--- config.mk ---
export PLATFORM = sky130hd
export DESIGN_NAME = miller_rabin_deterministic_64
export DESIGN_NICKNAME = d
export VERILOG_FILES = /design/src/sv/mrd64_pkg.sv /design/src/sv/mrd64_mulmod.sv /design/src/sv/mrd64_ctrl.sv /design/src/sv/miller_rabin_deterministic_64.sv
export SDC_FILE = /design/constraint.sdc
export NUM_CORES = 2
export LEC_CHECK = 0
export BUFFER_PORTS_ARGS = -buffer_cell sky130_fd_sc_hd__buf_4
export CELL_PAD_IN_SITES_DETAIL_PLACEMENT = 0
export CELL_PAD_IN_SITES_GLOBAL_PLACEMENT = 1
export CORE_ASPECT_RATIO = 0.8
export CORE_MARGIN = 2
export CORE_UTILIZATION = 45
export CTS_BUF_LIST = sky130_fd_sc_hd__clkbuf_4 sky130_fd_sc_hd__clkbuf_8
export DETAILED_ROUTE_END_ITERATION = 12
export GPL_TIMING_DRIVEN = 1
export PLACE_DENSITY_LB_ADDON = 0.1
export SLEW_MARGIN = 25
export SYNTH_ARGS = -nofsm -noshare
export SYNTH_HDL_FRONTEND = slang
export SYNTH_SLANG_ARGS = --single-unit
--- constraint.sdc ---
create_clock -name clock -period 15.15 [get_ports clock]
set_input_delay 0.7575 -clock clock [delete_from_list [all_inputs] [get_ports clock]]
set_output_delay 0.7575 -clock clock [all_outputs]
set_load 0.01 [all_outputs]
--- src/sv/mrd64_pkg.sv ---
// Package: shared types, constants and witness tables for the primality tester.
package mrd64_pkg;

   localparam int unsigned WordWidth = 64;
   localparam int unsigned RowCount  = 9;
   localparam int unsigned MaxBases  = 12;

   typedef logic [WordWidth-1:0] word_type;

   typedef enum logic [3:0] {
      ST_IDLE,
      ST_SETUP,
      ST_BASE,
      ST_POW_MUL,
      ST_POW_SQR,
      ST_CHECK,
      ST_SQUARE,
      ST_SQ_CHECK,
      ST_NEXT,
      ST_DONE
   } state_type;

   typedef struct packed {
      logic start;
      logic busy;
   } mul_ctl_type;

   function automatic word_type row_bound(input logic [3:0] r);
      word_type v;
      case (r)
         4'd0: v = 64'd2046;
         4'd1: v = 64'd9080190;
         4'd2: v = 64'd4759123140;
         4'd3: v = 64'd1122004669632;
         4'd4: v = 64'd2152302898746;
         4'd5: v = 64'd3474749660382;
         4'd6: v = 64'd341550071728320;
         4'd7: v = 64'd3825123056546413050;
         default: v = '1;
      endcase
      return v;
   endfunction

   function automatic logic [3:0] row_len(input logic [3:0] r);
      logic [3:0] v;
      case (r)
         4'd0: v = 4'd1;
         4'd1: v = 4'd2;
         4'd2: v = 4'd3;
         4'd3: v = 4'd4;
         4'd4: v = 4'd5;
         4'd5: v = 4'd6;
         4'd6: v = 4'd7;
         4'd7: v = 4'd9;
         default: v = 4'd12;
      endcase
      return v;
   endfunction

   function automatic logic [20:0] row_base(input logic [3:0] r, input logic [3:0] k);
      logic [20:0] v;
      logic [20:0] small_primes [12];
      small_primes = '{21'd2, 21'd3, 21'd5, 21'd7, 21'd11, 21'd13, 21'd17, 21'd19,
                       21'd23, 21'd29, 21'd31, 21'd37};
      case (r)
         4'd0: v = 21'd2;
         4'd1: v = (k == 4'd0) ? 21'd31 : 21'd73;
         4'd2: v = (k == 4'd0) ? 21'd2 : (k == 4'd1) ? 21'd7 : 21'd61;
         4'd3: v = (k == 4'd0) ? 21'd2 : (k == 4'd1) ? 21'd13 :
                   (k == 4'd2) ? 21'd23 : 21'd1662803;
         default: v = (k < 4'd12) ? small_primes[k] : 21'd2;
      endcase
      return v;
   endfunction

endpackage

--- src/sv/mrd64_mulmod.sv ---
// Bit-serial modular multiplier: one bit of the multiplier per cycle.
module mrd64_mulmod #(
   parameter int unsigned Width = mrd64_pkg::WordWidth
) (
   input  logic             clock,
   input  logic             reset,
   input  logic             start,
   input  logic [Width-1:0] a,
   input  logic [Width-1:0] b,
   input  logic [Width-1:0] m,
   output logic             busy,
   output logic [Width-1:0] product
);

   localparam int unsigned CountWidth = $clog2(Width + 1);

   logic [Width-1:0]      r_ff, r_in;
   logic [Width-1:0]      b_ff, b_in;
   logic [CountWidth-1:0] cnt_ff, cnt_in;
   logic                  busy_ff, busy_in;

   // (x + y) mod m for x, y < m
   function automatic logic [Width-1:0] add_mod(input logic [Width-1:0] x,
                                                input logic [Width-1:0] y,
                                                input logic [Width-1:0] mm);
      logic [Width-1:0] gap;
      gap = mm - y;
      return (x >= gap) ? (x - gap) : (x + y);
   endfunction

   always_comb begin
      logic [Width-1:0] dbl;
      r_in    = r_ff;
      b_in    = b_ff;
      cnt_in  = cnt_ff;
      busy_in = busy_ff;
      dbl     = add_mod(r_ff, r_ff, m);
      if (start) begin
         r_in    = '0;
         b_in    = b;
         cnt_in  = CountWidth'(Width);
         busy_in = 1'b1;
      end else if (busy_ff) begin
         // double, then add the multiplicand for a set bit
         r_in   = b_ff[Width-1] ? add_mod(dbl, a, m) : dbl;
         b_in   = {b_ff[Width-2:0], 1'b0};
         cnt_in = cnt_ff - 1'b1;
         if (cnt_ff == CountWidth'(1)) busy_in = 1'b0;
      end
   end

   always_ff @(posedge clock) begin
      r_ff   <= r_in;
      b_ff   <= b_in;
      cnt_ff <= cnt_in;
      if (reset) busy_ff <= 1'b0;
      else       busy_ff <= busy_in;
   end

   assign busy    = busy_ff;
   assign product = r_ff;

   a_busy_counts: assert property (@(posedge clock) disable iff (reset)
      busy_ff |-> cnt_ff != '0) else $error("busy with zero count");
   a_start_busy: assert property (@(posedge clock) disable iff (reset)
      start |=> busy_ff) else $error("start did not raise busy");
   a_result_bound: assert property (@(posedge clock) disable iff (reset)
      $fell(busy_ff) && m != '0 && $stable(m) |-> r_ff < m)
      else $error("product not reduced");

endmodule

--- src/sv/mrd64_ctrl.sv ---
// Sequencer: row selection, witness loop, exponentiation and squaring steps.
module mrd64_ctrl #(
   parameter int unsigned Width = mrd64_pkg::WordWidth
) (
   input  logic                  clock,
   input  logic                  reset,
   input  logic                  req_valid,
   output logic                  req_stall,
   input  logic [Width-1:0]      req_candidate,
   output logic                  rsp_valid,
   input  logic                  rsp_stall,
   output logic                  rsp_is_prime,
   output mrd64_pkg::mul_ctl_type mul_ctl,
   input  logic                  mul_busy,
   input  logic [Width-1:0]      mul_product,
   output logic [Width-1:0]      mul_a,
   output logic [Width-1:0]      mul_b
);

   localparam int unsigned SWidth = $clog2(Width);

   mrd64_pkg::state_type state_ff, state_in;
   logic [Width-1:0]  x_ff, x_in;
   logic [Width-1:0]  d_ff, d_in;
   logic [SWidth-1:0] s_ff, s_in;
   logic [SWidth-1:0] i_ff, i_in;
   logic [Width-1:0]  e_ff, e_in;
   logic [Width-1:0]  y_ff, y_in;
   logic [Width-1:0]  p_ff, p_in;
   logic [3:0]        row_ff, row_in;
   logic [3:0]        k_ff, k_in;
   logic              res_ff, res_in;
   logic              out_v_ff, out_v_in;
   logic              issued_ff, issued_in;

   logic [Width-1:0] xm1;
   logic             mul_done;
   assign xm1      = x_ff - 1'b1;
   assign mul_done = issued_ff && !mul_busy;

   always_comb begin
      logic [Width-1:0] base;
      state_in  = state_ff;
      x_in = x_ff; d_in = d_ff; s_in = s_ff; i_in = i_ff; e_in = e_ff;
      y_in = y_ff; p_in = p_ff; row_in = row_ff; k_in = k_ff;
      res_in = res_ff; out_v_in = out_v_ff; issued_in = issued_ff;
      mul_ctl   = '0;
      mul_a     = y_ff;
      mul_b     = p_ff;
      base      = Width'(mrd64_pkg::row_base(row_ff, k_ff));
      if (out_v_ff && !rsp_stall) out_v_in = 1'b0;
      case (state_ff)
         mrd64_pkg::ST_IDLE: begin
            if (req_valid && !out_v_ff) begin
               x_in   = req_candidate;
               d_in   = req_candidate - 1'b1;
               s_in   = '0;
               row_in = '0;
               k_in   = '0;
               if (req_candidate < Width'(2)) begin
                  res_in = 1'b0; state_in = mrd64_pkg::ST_DONE;
               end else if (req_candidate == Width'(2)) begin
                  res_in = 1'b1; state_in = mrd64_pkg::ST_DONE;
               end else if (!req_candidate[0]) begin
                  res_in = 1'b0; state_in = mrd64_pkg::ST_DONE;
               end else begin
                  state_in = mrd64_pkg::ST_SETUP;
               end
            end
         end
         mrd64_pkg::ST_SETUP: begin
            // strip twos from x-1 and find the row, one step a cycle
            if (!d_ff[0] && s_ff != SWidth'(Width - 1)) begin
               d_in = d_ff >> 1;
               s_in = s_ff + 1'b1;
            end else if (row_ff != 4'(mrd64_pkg::RowCount - 1) &&
                         !(x_ff < mrd64_pkg::row_bound(row_ff))) begin
               row_in = row_ff + 1'b1;
            end else begin
               state_in = mrd64_pkg::ST_BASE;
            end
         end
         mrd64_pkg::ST_BASE: begin
            if (x_ff == base) begin
               res_in = 1'b1; state_in = mrd64_pkg::ST_DONE;
            end else begin
               y_in = Width'(1);
               p_in = (base < x_ff) ? base : base - x_ff;
               e_in = d_ff;
               i_in = SWidth'(1);
               state_in = mrd64_pkg::ST_POW_MUL;
            end
         end
         mrd64_pkg::ST_POW_MUL: begin
            if (e_ff == '0) begin
               state_in = mrd64_pkg::ST_CHECK;
            end else if (!e_ff[0]) begin
               state_in = mrd64_pkg::ST_POW_SQR;
            end else if (!issued_ff) begin
               mul_ctl.start = 1'b1; issued_in = 1'b1;
            end else if (mul_done) begin
               y_in = mul_product; issued_in = 1'b0;
               state_in = mrd64_pkg::ST_POW_SQR;
            end
         end
         mrd64_pkg::ST_POW_SQR: begin
            mul_a = p_ff;
            if (!issued_ff) begin
               mul_ctl.start = 1'b1; issued_in = 1'b1;
            end else if (mul_done) begin
               p_in = mul_product; issued_in = 1'b0;
               e_in = e_ff >> 1;
               state_in = mrd64_pkg::ST_POW_MUL;
            end
         end
         mrd64_pkg::ST_CHECK: begin
            if (y_ff == Width'(1) || y_ff == xm1) state_in = mrd64_pkg::ST_NEXT;
            else state_in = mrd64_pkg::ST_SQ_CHECK;
         end
         mrd64_pkg::ST_SQ_CHECK: begin
            if (i_ff >= s_ff) begin
               res_in = 1'b0; state_in = mrd64_pkg::ST_DONE;
            end else begin
               state_in = mrd64_pkg::ST_SQUARE;
            end
         end
         mrd64_pkg::ST_SQUARE: begin
            mul_b = y_ff;
            if (!issued_ff) begin
               mul_ctl.start = 1'b1; issued_in = 1'b1;
            end else if (mul_done) begin
               y_in = mul_product; issued_in = 1'b0;
               i_in = i_ff + 1'b1;
               state_in = (mul_product == xm1) ? mrd64_pkg::ST_NEXT
                                               : mrd64_pkg::ST_SQ_CHECK;
            end
         end
         mrd64_pkg::ST_NEXT: begin
            if (k_ff + 1'b1 >= mrd64_pkg::row_len(row_ff)) begin
               res_in = 1'b1; state_in = mrd64_pkg::ST_DONE;
            end else begin
               k_in = k_ff + 1'b1; state_in = mrd64_pkg::ST_BASE;
            end
         end
         mrd64_pkg::ST_DONE: begin
            if (!out_v_ff || !rsp_stall) begin
               out_v_in = 1'b1; state_in = mrd64_pkg::ST_IDLE;
            end
         end
         default: state_in = mrd64_pkg::ST_IDLE;
      endcase
      mul_ctl.busy = issued_ff;
   end

   always_ff @(posedge clock) begin
      x_ff <= x_in; d_ff <= d_in; s_ff <= s_in; i_ff <= i_in; e_ff <= e_in;
      y_ff <= y_in; p_ff <= p_in; row_ff <= row_in; k_ff <= k_in;
      res_ff <= res_in;
      if (reset) begin
         state_ff  <= mrd64_pkg::ST_IDLE;
         out_v_ff  <= 1'b0;
         issued_ff <= 1'b0;
      end else begin
         state_ff  <= state_in;
         out_v_ff  <= out_v_in;
         issued_ff <= issued_in;
      end
   end

   // res_ff holds the verdict from the deciding state until the next verdict is decided
   assign req_stall    = (state_ff != mrd64_pkg::ST_IDLE) || out_v_ff;
   assign rsp_valid    = out_v_ff;
   assign rsp_is_prime = res_ff;

   a_stall_busy: assert property (@(posedge clock) disable iff (reset)
      state_ff != mrd64_pkg::ST_IDLE |-> req_stall) else $error("accepted while busy");
   a_rsp_hold: assert property (@(posedge clock) disable iff (reset)
      rsp_valid && rsp_stall |=> rsp_valid && $stable(rsp_is_prime))
      else $error("response dropped under stall");
   a_issue_idle: assert property (@(posedge clock) disable iff (reset)
      state_ff == mrd64_pkg::ST_IDLE |-> !issued_ff) else $error("multiply left open");

endmodule

--- src/sv/miller_rabin_deterministic_64.sv ---
// Top level: deterministic 64-bit Miller-Rabin primality tester.
//
//   channel  direction  handshake             payload
//   req      in         req_valid/req_stall   req_candidate[63:0]
//   rsp      out        rsp_valid/rsp_stall   rsp_is_prime
//
// One candidate at a time. Trivial cases (below two, two, even) go from the accept
// straight to the done state, which raises rsp_valid. Otherwise every modular product
// goes through the bit-serial multiplier: up to twelve witnesses, each with up to
// 2*63 products for the power and up to 62 squarings.
// Reset is synchronous and clears the sequencer, rsp_valid and the multiplier busy flag.
// The result register holds under rsp_stall; req_stall stays high from accept
// until the result beat has been taken.
module miller_rabin_deterministic_64 #(
   parameter int unsigned Width = mrd64_pkg::WordWidth
) (
   input  logic             clock,
   input  logic             reset,
   input  logic             req_valid,
   output logic             req_stall,
   input  logic [Width-1:0] req_candidate,
   output logic             rsp_valid,
   input  logic             rsp_stall,
   output logic             rsp_is_prime
);

   mrd64_pkg::mul_ctl_type mul_ctl;
   logic             mul_busy;
   logic [Width-1:0] mul_product, mul_a, mul_b;

   // sequencer: owns the witness loop and the handshakes
   mrd64_ctrl #(.Width(Width)) u_ctrl (
      .clock, .reset,
      .req_valid, .req_stall, .req_candidate,
      .rsp_valid, .rsp_stall, .rsp_is_prime,
      .mul_ctl, .mul_busy, .mul_product, .mul_a, .mul_b
   );

   // shared bit-serial multiplier, modulus is the held candidate
   logic [Width-1:0] modulus_ff;
   always_ff @(posedge clock) begin
      if (req_valid && !req_stall) modulus_ff <= req_candidate;
   end

   mrd64_mulmod #(.Width(Width)) u_mul (
      .clock, .reset,
      .start(mul_ctl.start),
      .a(mul_a), .b(mul_b), .m(modulus_ff),
      .busy(mul_busy), .product(mul_product)
   );

endmodule

* Word level (Yosys, flattened, before mapping) *
Memories as Yosys holds them, arrays and structs flattened. A register that Yosys moved wholly into a read port is not among the register bits.
Index checks and enable logic that the tools add are counted.

word-level totals
  bits in registers = 547
  memory bits (read-only) = 768
  input port bits = 68
  output and inout bits = 3
  logic and storage cells = 225
  memories kept = 3

memories
  name              depth  width  read ports  clocked after memory_dff  write ports  line             text
  (name not given)  8      50     1           1                         0            mrd64_pkg.sv:30  case (r)
  (name not given)  16     21     1           0                         0            mrd64_pkg.sv:71  default: v = (k < 4'd12) ? small_primes[k] : 21'd2;
  (name not given)  8      4      1           1                         0            mrd64_pkg.sv:46  case (r)

operators by class
  $add $sub $neg = 14
  $lt $le $gt $ge = 9
  eq/ne operators = 42
  multiplexer cells = 99
  bitwise gates (word level) = 1
  reduce and logical (&&, ||, !) cells = 39

operators by type and width
  kind                   count
  $mux 64                24
  $pmux 64 s2            3
  $sub 64x64->64         4
  $pmux 64 s3            1
  $mux 21                7
  $add 64x64->64         2
  $eq 64x64->1           2
  $ge 64x64->1           2
  $sub 64x1->64 const B  2
  $mux 4                 26
  $pmux 21 s4            1
  $eq 64x1->1 const B    1
  $eq 64x2->1 const B    1
  $eq 64x21->1           1
  $logic_not 64->1       1
  $lt 21x64->1           1
  $lt 64x2->1 const B    1
  $lt 64x64->1           1
  $sub 21x64->64         1
  $pmux 4 s10            1
  $mux 6                 6
  $ne 2x1->1 const B     12
  $pmux 6 s2             2
  $eq 4x2->1 const B     5
  other kinds (35)       96

* Logic depth before layout (Yosys ltp) *
  word-level depth = 11
  gate-level depth with buffers = 57
  mapped depth without buffers = 51

* Cells and area by module *
From an unflattened synthesis, not the netlist that was laid out.

unflattened totals
  cells, all modules = 6650
  area total of the unflattened synthesis = 53556.4 sq um

modules (own cells, without submodules)
  module                         instances  cells each  area an instance (sq um)  seq. area each (sq um)
  mrd64_ctrl                     1          3055        26048.7                   11120.7
  mrd64_mulmod                   1          3530        25572.0                   3363.2
  miller_rabin_deterministic_64  1          65          1935.6                    1921.8

* Worst setup path after synthesis *
Ideal clock, no wire load.

  path kind = register -> register
  start point = register u_ctrl.k_ff[3]
  end point = register u_ctrl.e_ff[0], enable pin
  library setup time = 0.772 ns
  arrival = 11.102 ns
  data required time = 14.378 ns
  path slack = 3.277 ns
  cell stages (with the launch flop) = 16
  buffers on the path = 1
  period minus slack after synthesis = 11.873 ns
  cells stage by stage = edfxtp_1 clkbuf_1 nor2_1 nand2_1 o21ai_0 o21ai_0 or3_1 o21ai_0 inv_1 ha_1 nand4_1 nor4_1 and3_1 nor2_1 a22oi_1 nor3_1

between the ends
  longest elaborated chain between the ends = 9
  elaborated cells on any way between the ends = 19
  those cells by class = 1 x order compare; 4 x eq/ne; 10 x mux; 1 x bitwise; 2 x reduce/logical; 1 x memory

ends and longest elaborated chain
  element                                     line               text
  start: declaration                          mrd64_ctrl.sv:31   logic [3:0] k_ff, k_in;
  start signal: assignment                    mrd64_ctrl.sv:157  y_ff <= y_in; p_ff <= p_in; row_ff <= row_in; k_ff <= k_in;
  $not 4->5 (not written as such)             mrd64_pkg.sv:71
  $mem_v2 16x21                               -
  $mux 21 (not written as such) (2 in a row)  mrd64_pkg.sv:71
  $mux 21                                     mrd64_pkg.sv:71
  $pmux 21 s4 (*)                             mrd64_pkg.sv:65    case (r)
  $eq 64x21->1 (*)                            mrd64_ctrl.sv:84   if (x_ff == base) begin
  $ne 2x2->1 (no line) (*)                    -
  $reduce_and 4->1 (no line) (*)              -
  end signal: assignment                      mrd64_ctrl.sv:156  x_ff <= x_in; d_ff <= d_in; s_ff <= s_in; i_ff <= i_in; e_ff <= e_in;
  end: declaration                            mrd64_ctrl.sv:27   logic [Width-1:0] e_ff, e_in;

Every way passes the cells marked *; elsewhere a longest branch is shown, timed or not. The select of a mux whose other input is x is not followed.
A chain may end at the register's enable or synchronous reset.

* Worst setup path in the final report *
  start point = register u_mul.r_ff[2], in the netlist u_mul.product[2]
  end point = register u_mul.r_ff[16], in the netlist u_mul.product[16]

between the ends
  longest elaborated chain between the ends = 6
  elaborated cells on any way between the ends = 10
  those cells by class = 5 x add/sub; 2 x order compare; 3 x mux

ends and longest elaborated chain
  element                                                line                text
  start: declaration                                     mrd64_mulmod.sv:17  logic [Width-1:0] r_ff, r_in;
  start signal: assignment                               mrd64_mulmod.sv:53  r_ff <= r_in;
  $sub 64x64->64                                         mrd64_mulmod.sv:27  gap = mm - y;
  $sub 64x64->64 / $ge 64x64->1 (equally long branches)  mrd64_mulmod.sv:28  return (x >= gap) ? (x - gap) : (x + y);
  $mux 64 (*)                                            mrd64_mulmod.sv:28
  $add 64x64->64 (tied with other cells)                 mrd64_mulmod.sv:28
  $mux 64                                                mrd64_mulmod.sv:28
  $mux 64 (*)                                            mrd64_mulmod.sv:45  r_in = b_ff[Width-1] ? add_mod(dbl, a, m) : dbl;

Every way passes the cells marked *; elsewhere a longest branch is shown, timed or not.

==> results.json <==
{
  "synth_top_area_share_pct": 27.9,
  "ys_types": 116,
  "syn_area_mm2": 0.0505,
  "cp_max_fo": 44,
  "synthCells": 6042,
  "clockBufferDepth": 3,
  "cts_hold_buf": 0,
  "synthArstFlopShare_pct": 0,
  "hold_class": "in -> reg",
  "grt_pass1_vias": 42114,
  "synthTopCellsByArea": "edfxtp_1 (28%), ha_1 (10%), xnor2_1 (6.9%)",
  "cpMaxStageDelayCell": "o21ai_4",
  "drtIter0Drc": 5968,
  "drive_gt1_share_pct": 7.30,
  "post-cts-setup-buffers": 0,
  "yosys.area.top_type": "edfxtp_1",
  "routabilityCongestion": 1.00,
  "start_util_pct": 45.5,
  "fin_nets": 6536,
  "status": "finished, final reports clean",
  "finClkSkew_ps": 72.3,
  "routedWlPerCell_um": 24.8,
  "grt_overflow": 0,
  "grt.total_usage_pct": 32.3,
  "cts.clk_slew.worst_paths_ps": 70,
  "grt_pass1_wl_um": 276000,
  "yosys_register_bits": 585,
  "min_delay_path_depth": 1,
  "worstHoldEndpoint": "modulus_ff[55]$_DFFE_PP_",
  "hpwl_um": 150000,
  "antenna_found_initial": 5,
  "worstSetupStartpointType": "flop",
  "max_freq_mhz": 77.1,
  "min_from": "req_candidate[55]",
  "arrival_ps": 13640,
  "final_antenna_net_count": 0,
  "cts_tree": "yes",
  "critPathRequiredTime_ps": 15820,
  "io_pins": 71,
  "remaining_drc_errors": 0,
  "grt_max_degree": 85,
  "synth-edff-count": 469,
  "root_buffer": "clkbuf_8",
  "clock_latency_ps": 810,
  "num_rows": 109,
  "drt-total-wl_um": 190000,
  "mostFrequentLayoutCells": "nand2_1 (848), a21oi_1 (533), nor2_1 (501)",
  "cpPeakStageDelay_ps": 720,
  "rr_worst_depth": 48,
  "ff2ff_setup_slack_ps": 2180,
  "drtPass1Iterations": 6,
  "postSynthAreaPerCell_um2": 8.36,
  "setup_violations": 0,
  "r2r_start": "u_mul.product[2]$_SDFFE_PP0P_",
  "n_fill_cell": 10855,
  "ys_warn_count": 0,
  "htreeDepth": 3,
  "layout_min_cycle_time_ps": 12970,
  "worst_slew_pin_slew_ps": 1140,
  "rsz0062_at_grt": "false",
  "synth_flop_cell": "edfxtp_1",
  "die_h_um": 304,
  "viasPerCell": 6.09,
  "chipWidth_um": 378,
  "final_common_cell": "nand2_1",
  "end_kind": "flop",
  "r2r_end": "u_mul.product[16]$_SDFFE_PP0P_",
  "cts_buffers": 106,
  "numPortBuffers": 70,
  "cts_sinks": 585,
  "via_count": 46574,
  "cts.repair.resized": 0,
  "relSlewSlack_pct": 23.2,
  "fin_crit_sh_pct": 85.6,
  "critical_path_class": "reg -> reg",
  "drv_cap": 0,
  "drv_slew": 0,
  "hold_viol": 0,
  "dieArea_mm2": 0.115,
  "core_mm2": 0.111,
  "setup_tns_ps": 0,
  "synth_seq_area_share_pct": 32.5,
  "syn2layout_area_growth_pct": 8.70,
  "synth_fp_nets": 6526
}
## how the worst max path moves through the flow
stage                                              from                              to  slack (ps)  cells past startpoint
final                     u_mul.product[2]$_SDFFE_PP0P_  u_mul.product[16]$_SDFFE_PP0P_        2180                     48
after global routing      u_mul.product[2]$_SDFFE_PP0P_  u_mul.product[16]$_SDFFE_PP0P_        1170                     48
after CTS                 u_mul.product[2]$_SDFFE_PP0P_  u_mul.product[16]$_SDFFE_PP0P_        2170                     48
after detailed placement  u_mul.product[2]$_SDFFE_PP0P_  u_mul.product[16]$_SDFFE_PP0P_        2240                     48
after global placement    u_mul.product[2]$_SDFFE_PP0P_   u_mul.product[6]$_SDFFE_PP0P_        2560                     51
after floorplan            u_ctrl.k_ff[3]$_SDFFCE_PN0P_        u_ctrl.e_ff[0]$_DFFE_PP_        3280                     15
## state kept, by name, summed over array words and instances, names as in the netlist, 4 cells and up, named ones only
| signal | flops |
|---|---|
| u_ctrl.i_ff | 6 |
| u_ctrl.d_ff | 64 |
| u_mul.b_ff | 64 |
| u_ctrl.k_ff | 4 |
| u_ctrl.state_ff | 4 |
| modulus_ff | 64 |
| u_ctrl.p_ff | 64 |
| u_mul.product | 64 |
| u_ctrl.y_ff | 64 |
| u_ctrl.x_ff | 64 |
| u_ctrl.e_ff | 64 |
| u_mul.cnt_ff | 7 |
| u_ctrl.s_ff | 6 |
| u_ctrl.row_ff | 4 |
## critical path: cells and delay by family, from the launching register on
family	cells	cell delay, ps
compound gates	23	5680
simple gates	14	3760
buf+inv	6	1410
fa+ha+maj	4	1150
flops	1	540
mux	1	220
## Yosys cell counts (95+ instances only)
cell / count
edfxtp_1: 469
inv_1: 278
o21ai_0: 313
nor4_1: 95
nand3_1: 120
xnor2_1: 398
nor2_1: 503
a31oi_1: 124
ha_1: 412
xor2_1: 183
dfxtp_1: 116
nor3_1: 113
nand2_1: 851
a21o_1: 229
a21oi_1: 533
clkbuf_1: 205
## layout make-up
class                      instances  area [µm²]  area share, %
clock inverter                    55         498          0.908
inverter                         282        1060           1.93
sequential                       585       16400           29.9
tap                             1498        1870           3.42
antenna                            6        15.0         0.0274
timing repair buffer             149        1140           2.08
multi-input combinational       4928       32100           58.5
clock buffer                     141        1790           3.26
## layer usage
metal  wire length, µm  global-route usage [%]
met1             93500                    52.6
met2             69900                    41.4
met3             22500                    7.97
met4              3860                    6.75
met5                13                       0
## per-stage QoR
step	hold WS (ps)	util, %	cell area [µm²]	worst slack (ps)	cells
6_report	158	49.5	54900	2180	7644
5_1_grt	116	49.5	54900	1170	7642
3_3_place_gp	466	47.4	52600	2560	7442
2_1_floorplan	454	-	50500	3280	6042
3_5_place_dp	477	47.4	52600	2240	7442
4_1_cts	78.8	49.5	54900	2170	7638
## cells by family (layout without fill, tap and decap cells)
kind of cell	count (synthesis)	count (layout)	synth area share [%]
AOI/OAI and AO/OA	1686	1686	21.2
xor gates and xnor gates	582	582	10.1
adders and majority gates	426	426	10.6
buffers and inverters	529	627	4.10
DFF	585	585	32.5
muxes	89	89	1.78
other	0	6	0
and+or+nand+nor	2145	2145	19.7
Power is left out: the tool's default activity adds up to more than one toggle a clock period on the data nets, which glitch-free logic cannot reach.
